===== config.mk =====
export PLATFORM = sky130hd
export DESIGN_NAME = rice_block_encoder
export DESIGN_NICKNAME = d
export VERILOG_FILES = /design/src/hw/rtl/rbe_pkg.sv /design/src/hw/rtl/rbe_ctrl.sv /design/src/hw/rtl/rbe_datapath.sv /design/src/hw/rtl/rice_block_encoder.sv
export SDC_FILE = /design/constraint.sdc
export NUM_CORES = 2
export LEC_CHECK = 0
export ABC_AREA = 1
export BUFFER_PORTS_ARGS = -buffer_cell sky130_fd_sc_hd__buf_4
export CORE_ASPECT_RATIO = 1.75
export CORE_MARGIN = 8
export CORE_UTILIZATION = 45
export CTS_CLUSTER_DIAMETER = 120
export DETAILED_ROUTE_END_ITERATION = 8
export GPL_ROUTABILITY_DRIVEN = 1
export GPL_TIMING_DRIVEN = 1
export PLACE_DENSITY = 0.59
export SLEW_MARGIN = 20
export SYNTH_ARGS = -nofsm -noshare
export SYNTH_HDL_FRONTEND = slang
export SYNTH_SLANG_ARGS = --single-unit
export TNS_END_PERCENT = 5

===== constraint.sdc =====
create_clock -name clk -period 11 [get_ports clk]
set_input_delay 2.2 -clock clk [delete_from_list [all_inputs] [get_ports clk]]
set_output_delay 2.2 -clock clk [all_outputs]
set_load 0.005 [all_outputs]

===== src/hw/rtl/rbe_pkg.sv =====
package rbe_pkg;

	// Default depth of the difference store.
	localparam int MAX_BLOCK_DEF = 32;

	// Configuration register indexes and port width.
	localparam int CFG_IDX_W = 1;
	localparam int CFG_DATA_W = 6;
	localparam logic [CFG_IDX_W-1:0] REG_SIZE_CODE = 1'b0;
	localparam logic [CFG_IDX_W-1:0] REG_BLOCK_SIZE = 1'b1;

	// Sample size codes.
	localparam logic [1:0] SIZE_BYTE = 2'd0;
	localparam logic [1:0] SIZE_HALF = 2'd1;
	localparam logic [1:0] SIZE_WORD = 2'd2;

	localparam logic [1:0] SIZE_CODE_RST = SIZE_WORD;
	localparam logic [5:0] BLOCK_SIZE_RST = 6'd32;

	// Source and length selection of the bit packer.
	typedef enum logic [2:0] {
		PUSH_RAW,
		PUSH_ID,
		PUSH_DIRECT,
		PUSH_Z32,
		PUSH_UNARY,
		PUSH_LOW
	} push_sel_t;

	typedef struct packed {
		logic      take;
		logic      item;
		logic      div_init;
		logic      div_step;
		logic      push;
		push_sel_t sel;
		logic      j_clr;
		logic      j_inc;
		logic      load_val;
		logic      clr_block;
		logic      flush;
		logic      finish;
	} cmd_t;

	typedef struct packed {
		logic started;
		logic last;
		logic fill_hits;
		logic push_ok;
		logic div_last;
		logic is_direct;
		logic is_zero;
		logic zeros_ge32;
		logic split_nz;
		logic j_last;
		logic count_nz;
	} stat_t;

	// Width of the block id field.
	function automatic logic [5:0] id_bits(input logic [1:0] code);
		unique case (code)
			SIZE_BYTE: id_bits = 6'd3;
			SIZE_HALF: id_bits = 6'd4;
			default:   id_bits = 6'd5;
		endcase
	endfunction

	// Smallest split that falls back to direct codes; smaller ones are coded as Rice.
	function automatic logic [5:0] code_limit(input logic [1:0] code);
		unique case (code)
			SIZE_BYTE: code_limit = 6'd6;
			SIZE_HALF: code_limit = 6'd14;
			default:   code_limit = 6'd25;
		endcase
	endfunction

	// Sample width in bits, which is also the direct code width.
	function automatic logic [5:0] sample_bits(input logic [1:0] code);
		unique case (code)
			SIZE_BYTE: sample_bits = 6'd8;
			SIZE_HALF: sample_bits = 6'd16;
			default:   sample_bits = 6'd32;
		endcase
	endfunction

endpackage


===== src/hw/rtl/rbe_ctrl.sv =====
module rbe_ctrl (
	input  logic           clk,
	input  logic           arst_n,
	input  logic           in_valid,
	output logic           in_stall,
	input  rbe_pkg::stat_t st,
	output rbe_pkg::cmd_t  cmd
);
	import rbe_pkg::*;

	localparam logic [3:0] S_IDLE  = 4'd0;
	localparam logic [3:0] S_ITEM  = 4'd1;
	localparam logic [3:0] S_DINIT = 4'd2;
	localparam logic [3:0] S_DIV   = 4'd3;
	localparam logic [3:0] S_ID    = 4'd4;
	localparam logic [3:0] S_DRD   = 4'd5;
	localparam logic [3:0] S_DVAL  = 4'd6;
	localparam logic [3:0] S_RRD   = 4'd7;
	localparam logic [3:0] S_RVAL  = 4'd8;
	localparam logic [3:0] S_RZ    = 4'd9;
	localparam logic [3:0] S_RLOW  = 4'd10;
	localparam logic [3:0] S_CLOSE = 4'd11;
	localparam logic [3:0] S_FLUSH = 4'd12;
	localparam logic [3:0] S_DONE  = 4'd13;

	logic [3:0] state_q;
	logic [3:0] state_d;

	assign in_stall = (state_q != S_IDLE);

	always_comb begin
		state_d = state_q;
		cmd = '0;
		cmd.sel = PUSH_RAW;
		unique case (state_q)
			S_IDLE: begin
				if (in_valid) begin
					cmd.take = 1'b1;
					state_d = S_ITEM;
				end
			end
			S_ITEM: begin
				if (st.started || st.push_ok) begin
					cmd.item = 1'b1;
					cmd.push = !st.started;
					cmd.sel = PUSH_RAW;
					state_d = (st.last || st.fill_hits) ? S_DINIT : S_DONE;
				end
			end
			S_DINIT: begin
				cmd.div_init = 1'b1;
				state_d = S_DIV;
			end
			S_DIV: begin
				cmd.div_step = 1'b1;
				if (st.div_last) begin
					state_d = S_ID;
				end
			end
			S_ID: begin
				if (st.push_ok) begin
					cmd.push = 1'b1;
					cmd.sel = PUSH_ID;
					cmd.j_clr = 1'b1;
					priority if (st.is_direct) begin
						state_d = S_DRD;
					end else if (st.is_zero) begin
						state_d = S_CLOSE;
					end else begin
						state_d = S_RRD;
					end
				end
			end
			S_DRD: begin
				state_d = S_DVAL;
			end
			S_DVAL: begin
				if (st.push_ok) begin
					cmd.push = 1'b1;
					cmd.sel = PUSH_DIRECT;
					if (st.j_last) begin
						state_d = S_CLOSE;
					end else begin
						cmd.j_inc = 1'b1;
						state_d = S_DRD;
					end
				end
			end
			S_RRD: begin
				state_d = S_RVAL;
			end
			S_RVAL: begin
				cmd.load_val = 1'b1;
				state_d = S_RZ;
			end
			S_RZ: begin
				if (st.push_ok) begin
					cmd.push = 1'b1;
					if (st.zeros_ge32) begin
						cmd.sel = PUSH_Z32;
					end else begin
						cmd.sel = PUSH_UNARY;
						priority if (st.split_nz) begin
							state_d = S_RLOW;
						end else if (st.j_last) begin
							state_d = S_CLOSE;
						end else begin
							cmd.j_inc = 1'b1;
							state_d = S_RRD;
						end
					end
				end
			end
			S_RLOW: begin
				if (st.push_ok) begin
					cmd.push = 1'b1;
					cmd.sel = PUSH_LOW;
					if (st.j_last) begin
						state_d = S_CLOSE;
					end else begin
						cmd.j_inc = 1'b1;
						state_d = S_RRD;
					end
				end
			end
			S_CLOSE: begin
				cmd.clr_block = 1'b1;
				state_d = st.last ? S_FLUSH : S_DONE;
			end
			S_FLUSH: begin
				if (!st.count_nz) begin
					state_d = S_DONE;
				end else if (st.push_ok) begin
					cmd.flush = 1'b1;
					state_d = S_DONE;
				end
			end
			S_DONE: begin
				if (st.push_ok) begin
					cmd.finish = 1'b1;
					state_d = S_IDLE;
				end
			end
			default: begin
				state_d = S_IDLE;
			end
		endcase
	end

	always_ff @(posedge clk or negedge arst_n) begin
		if (!arst_n) begin
			state_q <= S_IDLE;
		end else begin
			state_q <= state_d;
		end
	end

endmodule


===== src/hw/rtl/rbe_datapath.sv =====
module rbe_datapath #(
	parameter int MAX_BLOCK = rbe_pkg::MAX_BLOCK_DEF
) (
	input  logic                          clk,
	input  logic                          arst_n,
	input  logic                          wr_en,
	input  logic [rbe_pkg::CFG_IDX_W-1:0] wr_index,
	input  logic [rbe_pkg::CFG_DATA_W-1:0] wr_data,
	input  logic signed [31:0]            sample,
	input  logic                          last_sample,
	input  logic                          out_stall,
	output logic                          out_valid,
	output logic [31:0]                   code_word,
	output logic [2:0]                    valid_bytes,
	output logic                          run_last,
	output logic                          stream_end,
	input  rbe_pkg::cmd_t                 cmd,
	output rbe_pkg::stat_t                st
);
	import rbe_pkg::*;

	localparam int IDXW  = $clog2(MAX_BLOCK);
	localparam int FILLW = $clog2(MAX_BLOCK + 1);
	localparam int SUMW  = 32 + $clog2(MAX_BLOCK);
	localparam int QLW   = $clog2(SUMW + 1);
	localparam int DCW   = $clog2(SUMW);
	localparam int RW    = FILLW + 1;

	logic [1:0]       size_code_q;
	logic [5:0]       block_size_q;
	logic [31:0]      sample_q;
	logic             last_q;
	logic [31:0]      prev_q;
	logic             started_q;
	logic [FILLW-1:0] fill_q;
	logic [SUMW-1:0]  sum_q;
	logic [31:0]      mem [MAX_BLOCK];
	logic [31:0]      rdata_q;
	logic [IDXW-1:0]  j_q;
	logic [SUMW-1:0]  dvd_q;
	logic [RW-1:0]    rem_q;
	logic [DCW-1:0]   div_cnt_q;
	logic [QLW-1:0]   qlen_q;
	logic [31:0]      v_q;
	logic [31:0]      zeros_q;
	logic [30:0]      acc_q;
	logic [4:0]       cnt_q;
	logic [31:0]      pend_q;
	logic [2:0]       pend_bytes_q;
	logic             pend_valid_q;
	logic             out_valid_q;
	logic [31:0]      out_word_q;
	logic [2:0]       out_bytes_q;
	logic             out_last_q;
	logic             out_end_q;

	// Sample decode.
	logic [5:0]       bits;
	logic [31:0]      raw;
	logic [31:0]      value;
	logic [31:0]      diff;
	logic [31:0]      mapped;
	logic [FILLW-1:0] limit_eff;
	logic [5:0]       limit;
	logic [QLW-1:0]   split;
	logic [31:0]      id_val;
	logic [SUMW-1:0]  half;
	logic [RW-1:0]    r2;
	logic             r_ge;

	// Bit packer.
	logic [31:0] pv;
	logic [5:0]  pn;
	logic [32:0] vmask;
	logic [62:0] cat;
	logic [6:0]  tot;
	logic        emit;
	logic [31:0] pword;
	logic [30:0] pacc;
	logic [62:0] amask;
	logic [31:0] fword;
	logic [2:0]  fbytes;
	logic        out_free;
	logic        new_word;
	logic [31:0] new_word_val;
	logic [2:0]  new_word_bytes;

	always_comb begin
		bits = sample_bits(size_code_q);
		limit = code_limit(size_code_q);
		unique case (size_code_q)
			SIZE_BYTE: begin
				raw = {24'd0, sample_q[7:0]};
				value = {{24{sample_q[7]}}, sample_q[7:0]};
			end
			SIZE_HALF: begin
				raw = {16'd0, sample_q[15:0]};
				value = {{16{sample_q[15]}}, sample_q[15:0]};
			end
			default: begin
				raw = sample_q;
				value = sample_q;
			end
		endcase
		diff = started_q ? (value - prev_q) : 32'd0;
		mapped = {diff[30:0], 1'b0} ^ {32{diff[31]}};
		if (block_size_q == 6'd0 || {2'b00, block_size_q} > 8'(MAX_BLOCK)) begin
			limit_eff = FILLW'(MAX_BLOCK);
		end else begin
			limit_eff = FILLW'(block_size_q);
		end
		split = (qlen_q == '0) ? '0 : qlen_q - QLW'(1);
		half = SUMW'(fill_q >> 1);
		r2 = {rem_q[RW-2:0], dvd_q[SUMW-1]};
		r_ge = r2 >= RW'(fill_q);
	end

	always_comb begin
		st.started = started_q;
		st.last = last_q;
		st.fill_hits = ({1'b0, fill_q} + (FILLW+1)'(1)) >= {1'b0, limit_eff};
		st.push_ok = !pend_valid_q || out_free;
		st.div_last = (div_cnt_q == '0);
		st.is_direct = 8'(split) >= 8'(limit);
		st.is_zero = (split == '0) && (sum_q == '0);
		st.zeros_ge32 = |zeros_q[31:5];
		st.split_nz = qlen_q > QLW'(1);
		st.j_last = (FILLW'(j_q) + FILLW'(1)) == fill_q;
		st.count_nz = (cnt_q != 5'd0);
	end

	always_comb begin
		priority if (st.is_direct) begin
			id_val = {26'd0, limit} + 32'd1;
		end else if (st.is_zero) begin
			id_val = 32'd0;
		end else begin
			id_val = 32'(split) + 32'd1;
		end
	end

	// Appends pn bits of pv below the pending bits; a full word drops out on top.
	always_comb begin
		unique case (cmd.sel)
			PUSH_RAW: begin
				pv = raw;
				pn = bits;
			end
			PUSH_ID: begin
				pv = id_val;
				pn = id_bits(size_code_q);
			end
			PUSH_DIRECT: begin
				pv = rdata_q;
				pn = bits;
			end
			PUSH_Z32: begin
				pv = 32'd0;
				pn = 6'd32;
			end
			PUSH_UNARY: begin
				pv = 32'd1;
				pn = {1'b0, zeros_q[4:0]} + 6'd1;
			end
			PUSH_LOW: begin
				pv = v_q;
				pn = 6'(split);
			end
			default: begin
				pv = 32'd0;
				pn = 6'd0;
			end
		endcase
		vmask = (33'd1 << pn) - 33'd1;
		cat = ({32'd0, acc_q} << pn) | {31'd0, pv & vmask[31:0]};
		tot = {2'b00, cnt_q} + {1'b0, pn};
		emit = tot >= 7'd32;
		pword = 32'(cat >> tot[4:0]);
		amask = (63'd1 << tot[4:0]) - 63'd1;
		pacc = 31'(cat & amask);
		fword = {1'b0, acc_q} << (6'd32 - {1'b0, cnt_q});
		fbytes = 3'(({1'b0, cnt_q} + 6'd7) >> 3);
		out_free = !out_valid_q || !out_stall;
		new_word = (cmd.push && emit) || cmd.flush;
		new_word_val = cmd.flush ? fword : pword;
		new_word_bytes = cmd.flush ? fbytes : 3'd4;
	end

	// Difference store, one write and one registered read a cycle.
	always_ff @(posedge clk) begin
		if (cmd.item) begin
			mem[fill_q[IDXW-1:0]] <= mapped;
		end
		rdata_q <= mem[j_q];
	end

	// Payload registers.
	always_ff @(posedge clk) begin
		if (cmd.take) begin
			sample_q <= sample;
		end
		if (cmd.j_clr) begin
			j_q <= '0;
		end else if (cmd.j_inc) begin
			j_q <= j_q + IDXW'(1);
		end
		if (cmd.div_init) begin
			dvd_q <= (sum_q >= half + SUMW'(1)) ? (sum_q - half - SUMW'(1)) : '0;
			rem_q <= '0;
			div_cnt_q <= DCW'(SUMW - 1);
		end else if (cmd.div_step) begin
			dvd_q <= {dvd_q[SUMW-2:0], 1'b0};
			rem_q <= r_ge ? (r2 - RW'(fill_q)) : r2;
			div_cnt_q <= div_cnt_q - DCW'(1);
		end
		if (cmd.load_val) begin
			v_q <= rdata_q;
			zeros_q <= rdata_q >> split;
		end else if (cmd.push && cmd.sel == PUSH_Z32) begin
			zeros_q <= zeros_q - 32'd32;
		end
		if (new_word) begin
			pend_q <= new_word_val;
			pend_bytes_q <= new_word_bytes;
		end
		// The output stage only takes a word that is really pending, and words move
		// only on push_ok, so a stalled output word is never overwritten.
		if ((new_word || cmd.finish) && pend_valid_q) begin
			out_word_q <= pend_q;
			out_bytes_q <= pend_bytes_q;
			out_last_q <= cmd.finish;
			out_end_q <= cmd.finish && last_q;
		end
	end

	// Control state.
	always_ff @(posedge clk or negedge arst_n) begin
		if (!arst_n) begin
			size_code_q <= SIZE_CODE_RST;
			block_size_q <= BLOCK_SIZE_RST;
			last_q <= 1'b0;
			prev_q <= 32'd0;
			started_q <= 1'b0;
			fill_q <= '0;
			sum_q <= '0;
			qlen_q <= '0;
			acc_q <= 31'd0;
			cnt_q <= 5'd0;
			pend_valid_q <= 1'b0;
			out_valid_q <= 1'b0;
		end else begin
			if (wr_en) begin
				unique case (wr_index)
					REG_SIZE_CODE:  size_code_q <= wr_data[1:0];
					REG_BLOCK_SIZE: block_size_q <= wr_data[5:0];
					default: ;
				endcase
			end
			if (cmd.take) begin
				last_q <= last_sample;
			end
			if (cmd.item) begin
				prev_q <= value;
				started_q <= 1'b1;
				fill_q <= fill_q + FILLW'(1);
				sum_q <= sum_q + SUMW'(mapped);
			end
			if (cmd.div_init) begin
				qlen_q <= '0;
			end else if (cmd.div_step && r_ge && qlen_q == '0) begin
				qlen_q <= QLW'(div_cnt_q) + QLW'(1);
			end
			if (cmd.push) begin
				if (emit) begin
					acc_q <= pacc;
					cnt_q <= tot[4:0];
				end else begin
					acc_q <= cat[30:0];
					cnt_q <= tot[4:0];
				end
			end else if (cmd.flush) begin
				acc_q <= 31'd0;
				cnt_q <= 5'd0;
			end
			if (cmd.clr_block) begin
				fill_q <= '0;
				sum_q <= '0;
			end
			if (cmd.finish && last_q) begin
				prev_q <= 32'd0;
				started_q <= 1'b0;
				fill_q <= '0;
				sum_q <= '0;
				acc_q <= 31'd0;
				cnt_q <= 5'd0;
			end
			if (out_valid_q && !out_stall) begin
				out_valid_q <= 1'b0;
			end
			if (new_word) begin
				pend_valid_q <= 1'b1;
				if (pend_valid_q) begin
					out_valid_q <= 1'b1;
				end
			end else if (cmd.finish) begin
				pend_valid_q <= 1'b0;
				if (pend_valid_q) begin
					out_valid_q <= 1'b1;
				end
			end
		end
	end

	assign out_valid = out_valid_q;
	assign code_word = out_word_q;
	assign valid_bytes = out_bytes_q;
	assign run_last = out_last_q;
	assign stream_end = out_end_q;

endmodule


===== src/hw/rtl/rice_block_encoder.sv =====
// Rice block encoder for a stream of signed 1, 2 or 4 byte samples.
// Input channel: sample and last_sample with in_valid/in_stall; an item is
// taken when in_valid is high and in_stall low. Output channel: code_word,
// valid_bytes, run_last and stream_end with out_valid/out_stall, where the
// receiver drives out_stall. Registers are to be written through wr_en,
// wr_index and wr_data, and only while the encoder is idle; the block does
// not enforce this. An item that does not close a block is stored and
// finished before the next acceptance. Closing a block adds a set-up step,
// a mean divider step per dividend bit, a step each for the block id and
// the block clear, a read and a push per direct-coded sample, or a read, a
// load and one or two pushes per Rice-coded sample plus a push per 32 extra
// zeros; a stream's last item also passes a flush step for its partial word.
// The last word of an item is held back one stage so that run_last and
// stream_end can be set on it; the first word of an item appears on the
// output as the second word is packed or as the item finishes.
// Reset clears the stream, the packer and the output stage and restores the
// registers to four byte samples and blocks of 32. A stalling receiver holds
// the output word; the packer then waits, and in_stall stays high until the
// item has been fully handed over.
module rice_block_encoder #(
	parameter int MAX_BLOCK = rbe_pkg::MAX_BLOCK_DEF
) (
	input  logic                          clk,
	input  logic                          arst_n,
	input  logic                          in_valid,
	output logic                          in_stall,
	input  logic signed [31:0]            sample,
	input  logic                          last_sample,
	output logic                          out_valid,
	input  logic                          out_stall,
	output logic [31:0]                   code_word,
	output logic [2:0]                    valid_bytes,
	output logic                          run_last,
	output logic                          stream_end,
	input  logic                          wr_en,
	input  logic [rbe_pkg::CFG_IDX_W-1:0] wr_index,
	input  logic [rbe_pkg::CFG_DATA_W-1:0] wr_data
);
	import rbe_pkg::*;

	cmd_t  cmd;
	stat_t st;

	// The controller sequences sample intake, the mean divider and the
	// coding of each stored difference.
	rbe_ctrl u_ctrl (
		.clk      (clk),
		.arst_n   (arst_n),
		.in_valid (in_valid),
		.in_stall (in_stall),
		.st       (st),
		.cmd      (cmd)
	);

	// The datapath holds the registers, the store, the divider and the packer.
	rbe_datapath #(
		.MAX_BLOCK (MAX_BLOCK)
	) u_datapath (
		.clk         (clk),
		.arst_n      (arst_n),
		.wr_en       (wr_en),
		.wr_index    (wr_index),
		.wr_data     (wr_data),
		.sample      (sample),
		.last_sample (last_sample),
		.out_stall   (out_stall),
		.out_valid   (out_valid),
		.code_word   (code_word),
		.valid_bytes (valid_bytes),
		.run_last    (run_last),
		.stream_end  (stream_end),
		.cmd         (cmd),
		.st          (st)
	);

	// The end of a stream is always the end of an item's words.
	a_end_is_run_last: assert property (@(posedge clk) disable iff (!arst_n)
		out_valid && stream_end |-> run_last)
		else $error("stream_end without run_last");

	// Only the flushed word of a stream may be partly filled.
	a_partial_only_at_end: assert property (@(posedge clk) disable iff (!arst_n)
		out_valid && valid_bytes != 3'd4 |-> stream_end && valid_bytes != 3'd0)
		else $error("partial word before the end of the stream");

	// An accepted item is worked on before another is taken.
	a_one_item: assert property (@(posedge clk) disable iff (!arst_n)
		in_valid && !in_stall |=> in_stall)
		else $error("second item taken while one is being coded");

endmodule


Word-level counts from Yosys, hierarchy flattened
Memories as Yosys holds them, arrays and structs flattened. A register that Yosys moved wholly into a read port is not among the register bits.
Cells that the tools add are included.
W data, S select, Z words.
{"block": "op_classes", "addsub": 22, "magnitude_cmp": 7, "n_eq_ne": 30, "n_shift": 6, "mux": 91, "n_bitwise": 5, "reduce_logical": 42}
{"operator": "$mux W32", "n": 8}
{"operator": "$mux W37", "n": 6}
{"operator": "$pmux W32 S5", "n": 1}
{"operator": "$pmux W32 S2", "n": 2}
{"operator": "$mux W31", "n": 4}
{"operator": "$mux W4", "n": 21}
{"operator": "$or A63 B32 Y63", "n": 1}
{"operator": "$shl A31 B6 Y63", "n": 1}
{"operator": "$shr A63 B5 Y32", "n": 1}
{"operator": "$pmux W4 S14", "n": 1}
{"operator": "$mux W6", "n": 8}
{"operator": "$add A37 B32 Y37", "n": 1}
{"operator": "$ge A37 B37 Y1", "n": 1}
{"operator": "$logic_not A37 Y1", "n": 1}
{"operator": "$sub A37 B1 Y37 const B", "n": 1}
{"operator": "$sub A37 B5 Y37", "n": 1}
{"operator": "$and A32 B32 Y32", "n": 1}
{"operator": "$shl A1 B6 Y32 const A", "n": 1}
{"operator": "$shl A31 B6 Y32", "n": 1}
{"operator": "$shr A32 B6 Y32", "n": 1}
{"operator": "$sub A32 B1 Y32 const B", "n": 1}
{"operator": "$sub A32 B32 Y32", "n": 1}
{"operator": "$sub A32 B6 Y32 const B", "n": 1}
{"operator": "$xor A32 B32 Y32", "n": 1}
{"operator": "other kinds (54)", "n": 136}
{"block": "word_totals", "reg_bits": 355, "ram_bits": 1024, "output_inout_bits": 39, "memories": 1}
{"memory": "u_datapath.mem", "words": 32, "word_bits": 32, "read_ports": 1, "rd_clocked_by_memory_dff": 1, "write_ports": 1, "line": "rbe_datapath.sv:37", "rtl": "logic [31:0] mem [MAX_BLOCK];"}

Depth between registers and ports, before layout
{"block": "logic_depth", "ltp_word": 17, "depth_mapped": 44, "mapped_depth_nobuf": 43}

Hierarchy
A second synthesis with hierarchy kept.
{"block": "hier_totals", "hier_cells": 7595, "area_unflattened_um2": 71668.7}
{"module": "rbe_datapath", "instances": 1, "cells_each": 7445, "area_per_inst_um2": 70860.5, "seq_area_each_um2": 41116.9}
{"module": "rbe_ctrl", "instances": 1, "cells_each": 150, "area_per_inst_um2": 808.3, "seq_area_each_um2": 100.1}

Worst setup path after synthesis
No wires, ideal clock.
{"block": "synth_path", "path_type": "input-to-reg", "startpoint": "input out_stall", "endpoint": "register u_datapath.out_word_q[0] (netlist: u_datapath.code_word[0]) (enable)", "setup_ns": 0.392, "arrival_ns": 8.334, "slack_ns": 2.274, "path_stages": 21, "path_cell_list": "nand3_2 -> inv_2 -> nor2_4 -> inv_2 -> nor2_2 -> nor2_2 -> nand2_4 -> buf_6 -> buf_4 -> ha_1 -> inv_1 -> fa_1 -> inv_1 -> a31oi_1 -> inv_1 -> nor2_1 -> o211ai_1 -> inv_1 -> o21ai_0 -> o21ai_0 -> inv_1"}
{"block": "synth_between", "elab_chain_len": 14, "word_cells_on_any_way": 28, "classes_between": "add/sub (1); order compare (1); eq/ne (5); mux (11); reduce/logical (10)"}
{"item": "start: declaration", "line": "rice_block_encoder.sv:30", "rtl": "input logic out_stall,"}
{"item": "$logic_not A1 Y1 (*)", "line": "rbe_datapath.sv:183", "rtl": "out_free = !out_valid_q || !out_stall;"}
{"item": "$logic_or A1 B1 Y1 (*)", "line": "rbe_datapath.sv:183"}
{"item": "$logic_or A1 B1 Y1 (*)", "line": "rbe_datapath.sv:122", "rtl": "st.push_ok = !pend_valid_q || out_free;"}
{"item": "$mux W4, or another cell as far along", "line": "rbe_ctrl.sv:115", "rtl": "if (st.push_ok) begin"}
{"item": "$pmux W4 S5", "line": "rbe_ctrl.sv:35", "rtl": "unique case (state_q)"}
{"item": "$eq A3 B2 Y1 or $logic_not A3 Y1 (tied branches)", "line": "rbe_datapath.sv:144", "rtl": "unique case (cmd.sel)"}
{"item": "$reduce_or A2 Y1 (no source line)"}
{"item": "$pmux W6 S5", "line": "rbe_datapath.sv:144"}
{"item": "$add A5 B6 Y7", "line": "rbe_datapath.sv:176", "rtl": "tot = {2'b00, cnt_q} + {1'b0, pn};"}
{"item": "$ge A7 B6 Y1", "line": "rbe_datapath.sv:177", "rtl": "emit = tot >= 7'd32;"}
{"item": "$logic_and A1 B1 Y1", "line": "rbe_datapath.sv:184", "rtl": "new_word = (cmd.push && emit) || cmd.flush;"}
{"item": "$logic_or A1 B1 Y1 (*)", "line": "rbe_datapath.sv:184"}
{"item": "via u_datapath.new_word", "line": "rbe_datapath.sv:84", "rtl": "logic new_word;"}
{"item": "$logic_or A1 B1 Y1 (*)", "line": "rbe_datapath.sv:228", "rtl": "if ((new_word || cmd.finish) && pend_valid_q) begin"}
{"item": "$logic_and A1 B1 Y1 (*)", "line": "rbe_datapath.sv:228"}
{"item": "end signal: assignment", "line": "rbe_datapath.sv:229", "rtl": "out_word_q <= pend_q;"}
{"item": "end: declaration", "line": "rbe_datapath.sv:52", "rtl": "logic [31:0] out_word_q;"}
The timed path passes the listed nets; every way through them passes the cells marked *.
A chain may end at the register's enable or synchronous reset.

Final worst setup path
{"block": "layout_path", "startpoint": "register u_datapath.size_code_q[1]", "endpoint": "register u_datapath.sum_q[27]"}
{"block": "layout_between", "elab_chain_len": 9, "word_cells_on_any_way": 10, "classes_between": "add/sub (2); eq/ne (1); mux (5); bitwise (1); reduce/logical (1)"}
{"item": "start: declaration", "line": "rbe_datapath.sv:29", "rtl": "logic [1:0] size_code_q;"}
{"item": "start signal: assignment", "line": "rbe_datapath.sv:254", "rtl": "REG_SIZE_CODE: size_code_q <= wr_data[1:0];"}
{"item": "$eq A2 B1 Y1 or $logic_not A2 Y1 (tied branches)", "line": "rbe_datapath.sv:91", "rtl": "unique case (size_code_q)"}
{"item": "$pmux W32 S2 (*)", "line": "rbe_datapath.sv:91"}
{"item": "$sub A32 B32 Y32 (*)", "line": "rbe_datapath.sv:105", "rtl": "diff = started_q ? (value - prev_q) : 32'd0;"}
{"item": "$mux W32 (*)", "line": "rbe_datapath.sv:105"}
{"item": "$xor A32 B32 Y32 (*)", "line": "rbe_datapath.sv:106", "rtl": "mapped = {diff[30:0], 1'b0} ^ {32{diff[31]}};"}
{"item": "via u_datapath.mapped[8]", "line": "rbe_datapath.sv:62", "rtl": "logic [31:0] mapped;"}
{"item": "$add A37 B32 Y37 (*)", "line": "rbe_datapath.sv:266", "rtl": "sum_q <= sum_q + SUMW'(mapped);"}
{"item": "$mux W37 (*)", "line": "rbe_datapath.sv:262", "rtl": "if (cmd.item) begin"}
{"item": "$mux W37 (*)", "line": "rbe_datapath.sv:285", "rtl": "if (cmd.clr_block) begin"}
{"item": "$mux W37 (*)", "line": "rbe_datapath.sv:289", "rtl": "if (cmd.finish && last_q) begin"}
{"item": "end signal: assignment", "line": "rbe_datapath.sv:266"}
{"item": "end: declaration", "line": "rbe_datapath.sv:36", "rtl": "logic [SUMW-1:0] sum_q;"}
The timed path passes the listed nets; every way through them passes the cells marked *. The select of a mux whose other input is x is not followed.

==> results.cfg <==
[cts]
cts_made_buffers = 142
cts-resized-gates = 0
cts_root_buffer = clkbuf_16
clkTransAtPathRegs_ns = 0.06
clk_path_buf_depth = 4
htreeDepth = 4
clk_latency_ns = 0.83
postCtsSetupBuffers = 0
hold_buffers = 0
cts_tree = yes
cts.sinks = 1411

[sta]
rsz0062_at_grt = no
slew_viol_final = 0
tns_ns = 0
worst_slack_ns = 2.05
fin_crit_ns = 8.95
slew_headroom_pct = 15.8
setup_viol = 0
period_share_pct = 81.4
finalHoldViolations = 0
clock.fmax_ghz = 0.112
fin_skew_ns = 0.0705
tightest_slew_ns = 1.26

[final_layout]
layout_commonest_cell = edfxtp_1
area_delta_synth_final_pct = 10.9
nFillCells = 14500
mostFrequentLayoutCells = edfxtp_1 (1,229), nand2_1 (1,216), o21ai_0 (1,038), nor2_1 (909), nand3_1 (621)
nets = 7586
final_util_pct = 50.1
drive_above_1_share_pct = 8.53

[die]
die_w_um = 317
core_area_sq_um = 157000
num_rows = 193
num_io_pins = 84
fp.dieArea_sq_um = 172000
start_util_pct = 45.2
die_h_um = 542

[route]
wire_per_inst_um = 32.0
routed_via_density = 6.30
drc = 0
wirelength_mm = 307
ant_nets = 0
num_vias = 60400
drt-initial-drc-count = 6949
firstDrtPassIters = 6

[place]
place.port_buffers = 83
gp_congestion = 1.23
dp_slack_ns = 2.05
hpwl_mm = 200

[global_routing]
antenna_found_initial = 18
grt_max_degree = 196
overflow = 0
track_usage_pct = 34.9
grtUsageMet1_pct = 35.2
top_usage_layer = met2
met2_usage_pct = 57.2
gr-usage-met3_pct = 8.97
grt_pass1_vias = 57300
grt_first_pass_wirelength_mm = 425

[synth]
synthAdderAreaFrac_pct = 2.20
syn_area_per_cell_sq_um = 9.53
synth_enable_flop_cells = 1229
synth-xor-area-share_pct = 1.40
synthMuxAreaShare_pct = 0.385
synth_compound_area_share_pct = 15.3
synthSimpleGateAreaFrac_pct = 17.6
syn_nets = 7633
post_synth_num_cell_types = 65
synth_area_sq_um = 71100
ys_warn_count = 0
ys_ff_latch = 1411
synth_ff_type = edfxtp_1
async_reset_ff_share_pct = 9.43
synth_cells = 7466
synth_top_family_by_area = simple AND/OR/NAND/NOR gates
ys_seq_area_share_pct = 58.0

[critical_path]
critical_path.max_stage_delay_ns = 0.55
r2r_slack_ns = 2.05
arrival_ns = 9.63
worst-endpoint-required_ns = 11.67
crit_path_max_fanout = 33
path_class = reg -> reg
worstSetupEndpointType = flip-flop
cp_slowest_cell = nor2_1
cp_common_cell = nand2_1
startpoint_type = flip-flop

[hold_path]
hold_path.class = reg -> reg

[outcome]
status = finished clean

[run]
cap_violations = 0
-- through the flow --
stage | cells | hold WS [ns] | area [sq um]
finish | 9590 | 0.403 | 78900
global route | 9573 | 0.408 | 78800
CTS | 9565 | 0.385 | 78800
detailed placement | 9318 | 0.406 | 74400
global placement | 9317 | 0.402 | 74400
floorplan | 7466 | 0.400 | 71100
-- logic make-up after synthesis --
kind of cell,Yosys count
muxes,27
buffers and inverters,949
and+or+nand+nor,2980
xor gates and xnor gates,114
AOI/OAI and AO/OA,1863
DFF,1411
adders and majority gates,122
-- cell type report --
cell class | count | area, sq um | share of cell area (%)
clock inverters | 64 | 609 | 0.772
diodes | 21 | 52.6 | 0.0666
flip-flops and latches | 1411 | 41200 | 52.3
well taps | 2047 | 2560 | 3.25
multi-input cells | 5106 | 26800 | 34.0
clock buffers | 183 | 3780 | 4.79
inverters | 513 | 1950 | 2.47
repair buffers | 245 | 1920 | 2.43
-- Yosys cell counts, drive strengths merged (5+ instances only) --
cell type,n,area share (%)
a32o,5,0.070
mux2i,24,0.34
a22oi,14,0.15
nand4,45,0.40
clkbuf,331,1.7
o21a,9,0.095
xor2,93,1.1
inv,499,2.6
o2111ai,5,0.062
a21boi,5,0.053
o221ai,220,2.7
nor2,973,5.3
a21oi,206,1.5
nor4,15,0.13
xnor2,21,0.26
buf,105,0.77
o211ai,52,0.55
fa,5,0.14
nor3,49,0.35
o22ai,131,1.2
o21bai,6,0.069
or2,25,0.22
o31ai,5,0.053
o21ai,1104,7.8
dfxtp,49,1.4
a31oi,45,0.40
nand3,634,4.5
a32oi,28,0.34
ha,117,2.1
edfxtp,1229,52
dfrtp,131,4.6
a21o,7,0.074
clkinv,14,0.074
nand2,1235,6.6
-- metal layers --
layer | part of all wire [%] | vias up
li1 | - | 26500
met1 | 32 | 29500
met2 | 47 | 3209
met3 | 8.1 | 1213
met4 | 12 | 10
met5 | 0.063 | -
-- worst paths after layout --
path                                         endpoint                       from  cells past startpoint
max                              u_datapath.sum_q[27]  u_datapath.size_code_q[1]                     41
min                          u_datapath.code_word[26]      u_datapath.pend_q[26]                      0
max reg2reg                      u_datapath.sum_q[27]  u_datapath.size_code_q[1]                     41
min reg2reg                  u_datapath.code_word[26]      u_datapath.pend_q[26]                      0
max in group asynchronous       u_datapath.prev_q[24]                     arst_n                      3
min in group asynchronous  u_datapath.block_size_q[4]                     arst_n                      1
-- worst max-delay path: cells and delay by family (launching register included) --
kind	cells	cell delay, ns
AOI/OAI and AO/OA	18	3.74
DFF	1	0.52
adders and majority gates	2	0.66
xor gates and xnor gates	1	0.12
and+or+nand+nor	12	2.06
buffers and inverters	8	1.67
-- flip-flops by register name (all words and copies together), names as in the netlist, 5 cells and up --
name                     flops
u_datapath.mem            1024
u_datapath.j_q               5
u_datapath.rdata_q          32
u_datapath.sample_q         32
u_datapath.dvd_q            37
u_datapath.qlen_q            6
u_datapath.sum_q            37
u_datapath.block_size_q      6
u_datapath.acc_q            31
u_datapath.rem_q             6
u_datapath.cnt_q             5
u_datapath.div_cnt_q         6
u_datapath.prev_q           32
u_datapath.v_q              32
u_datapath.pend_q           32
u_datapath.zeros_q          32
u_datapath.fill_q            6
u_datapath.code_word        32
Power is not shown: default switching activity piles up to over one toggle a cycle in this logic, so the estimate is an artifact.
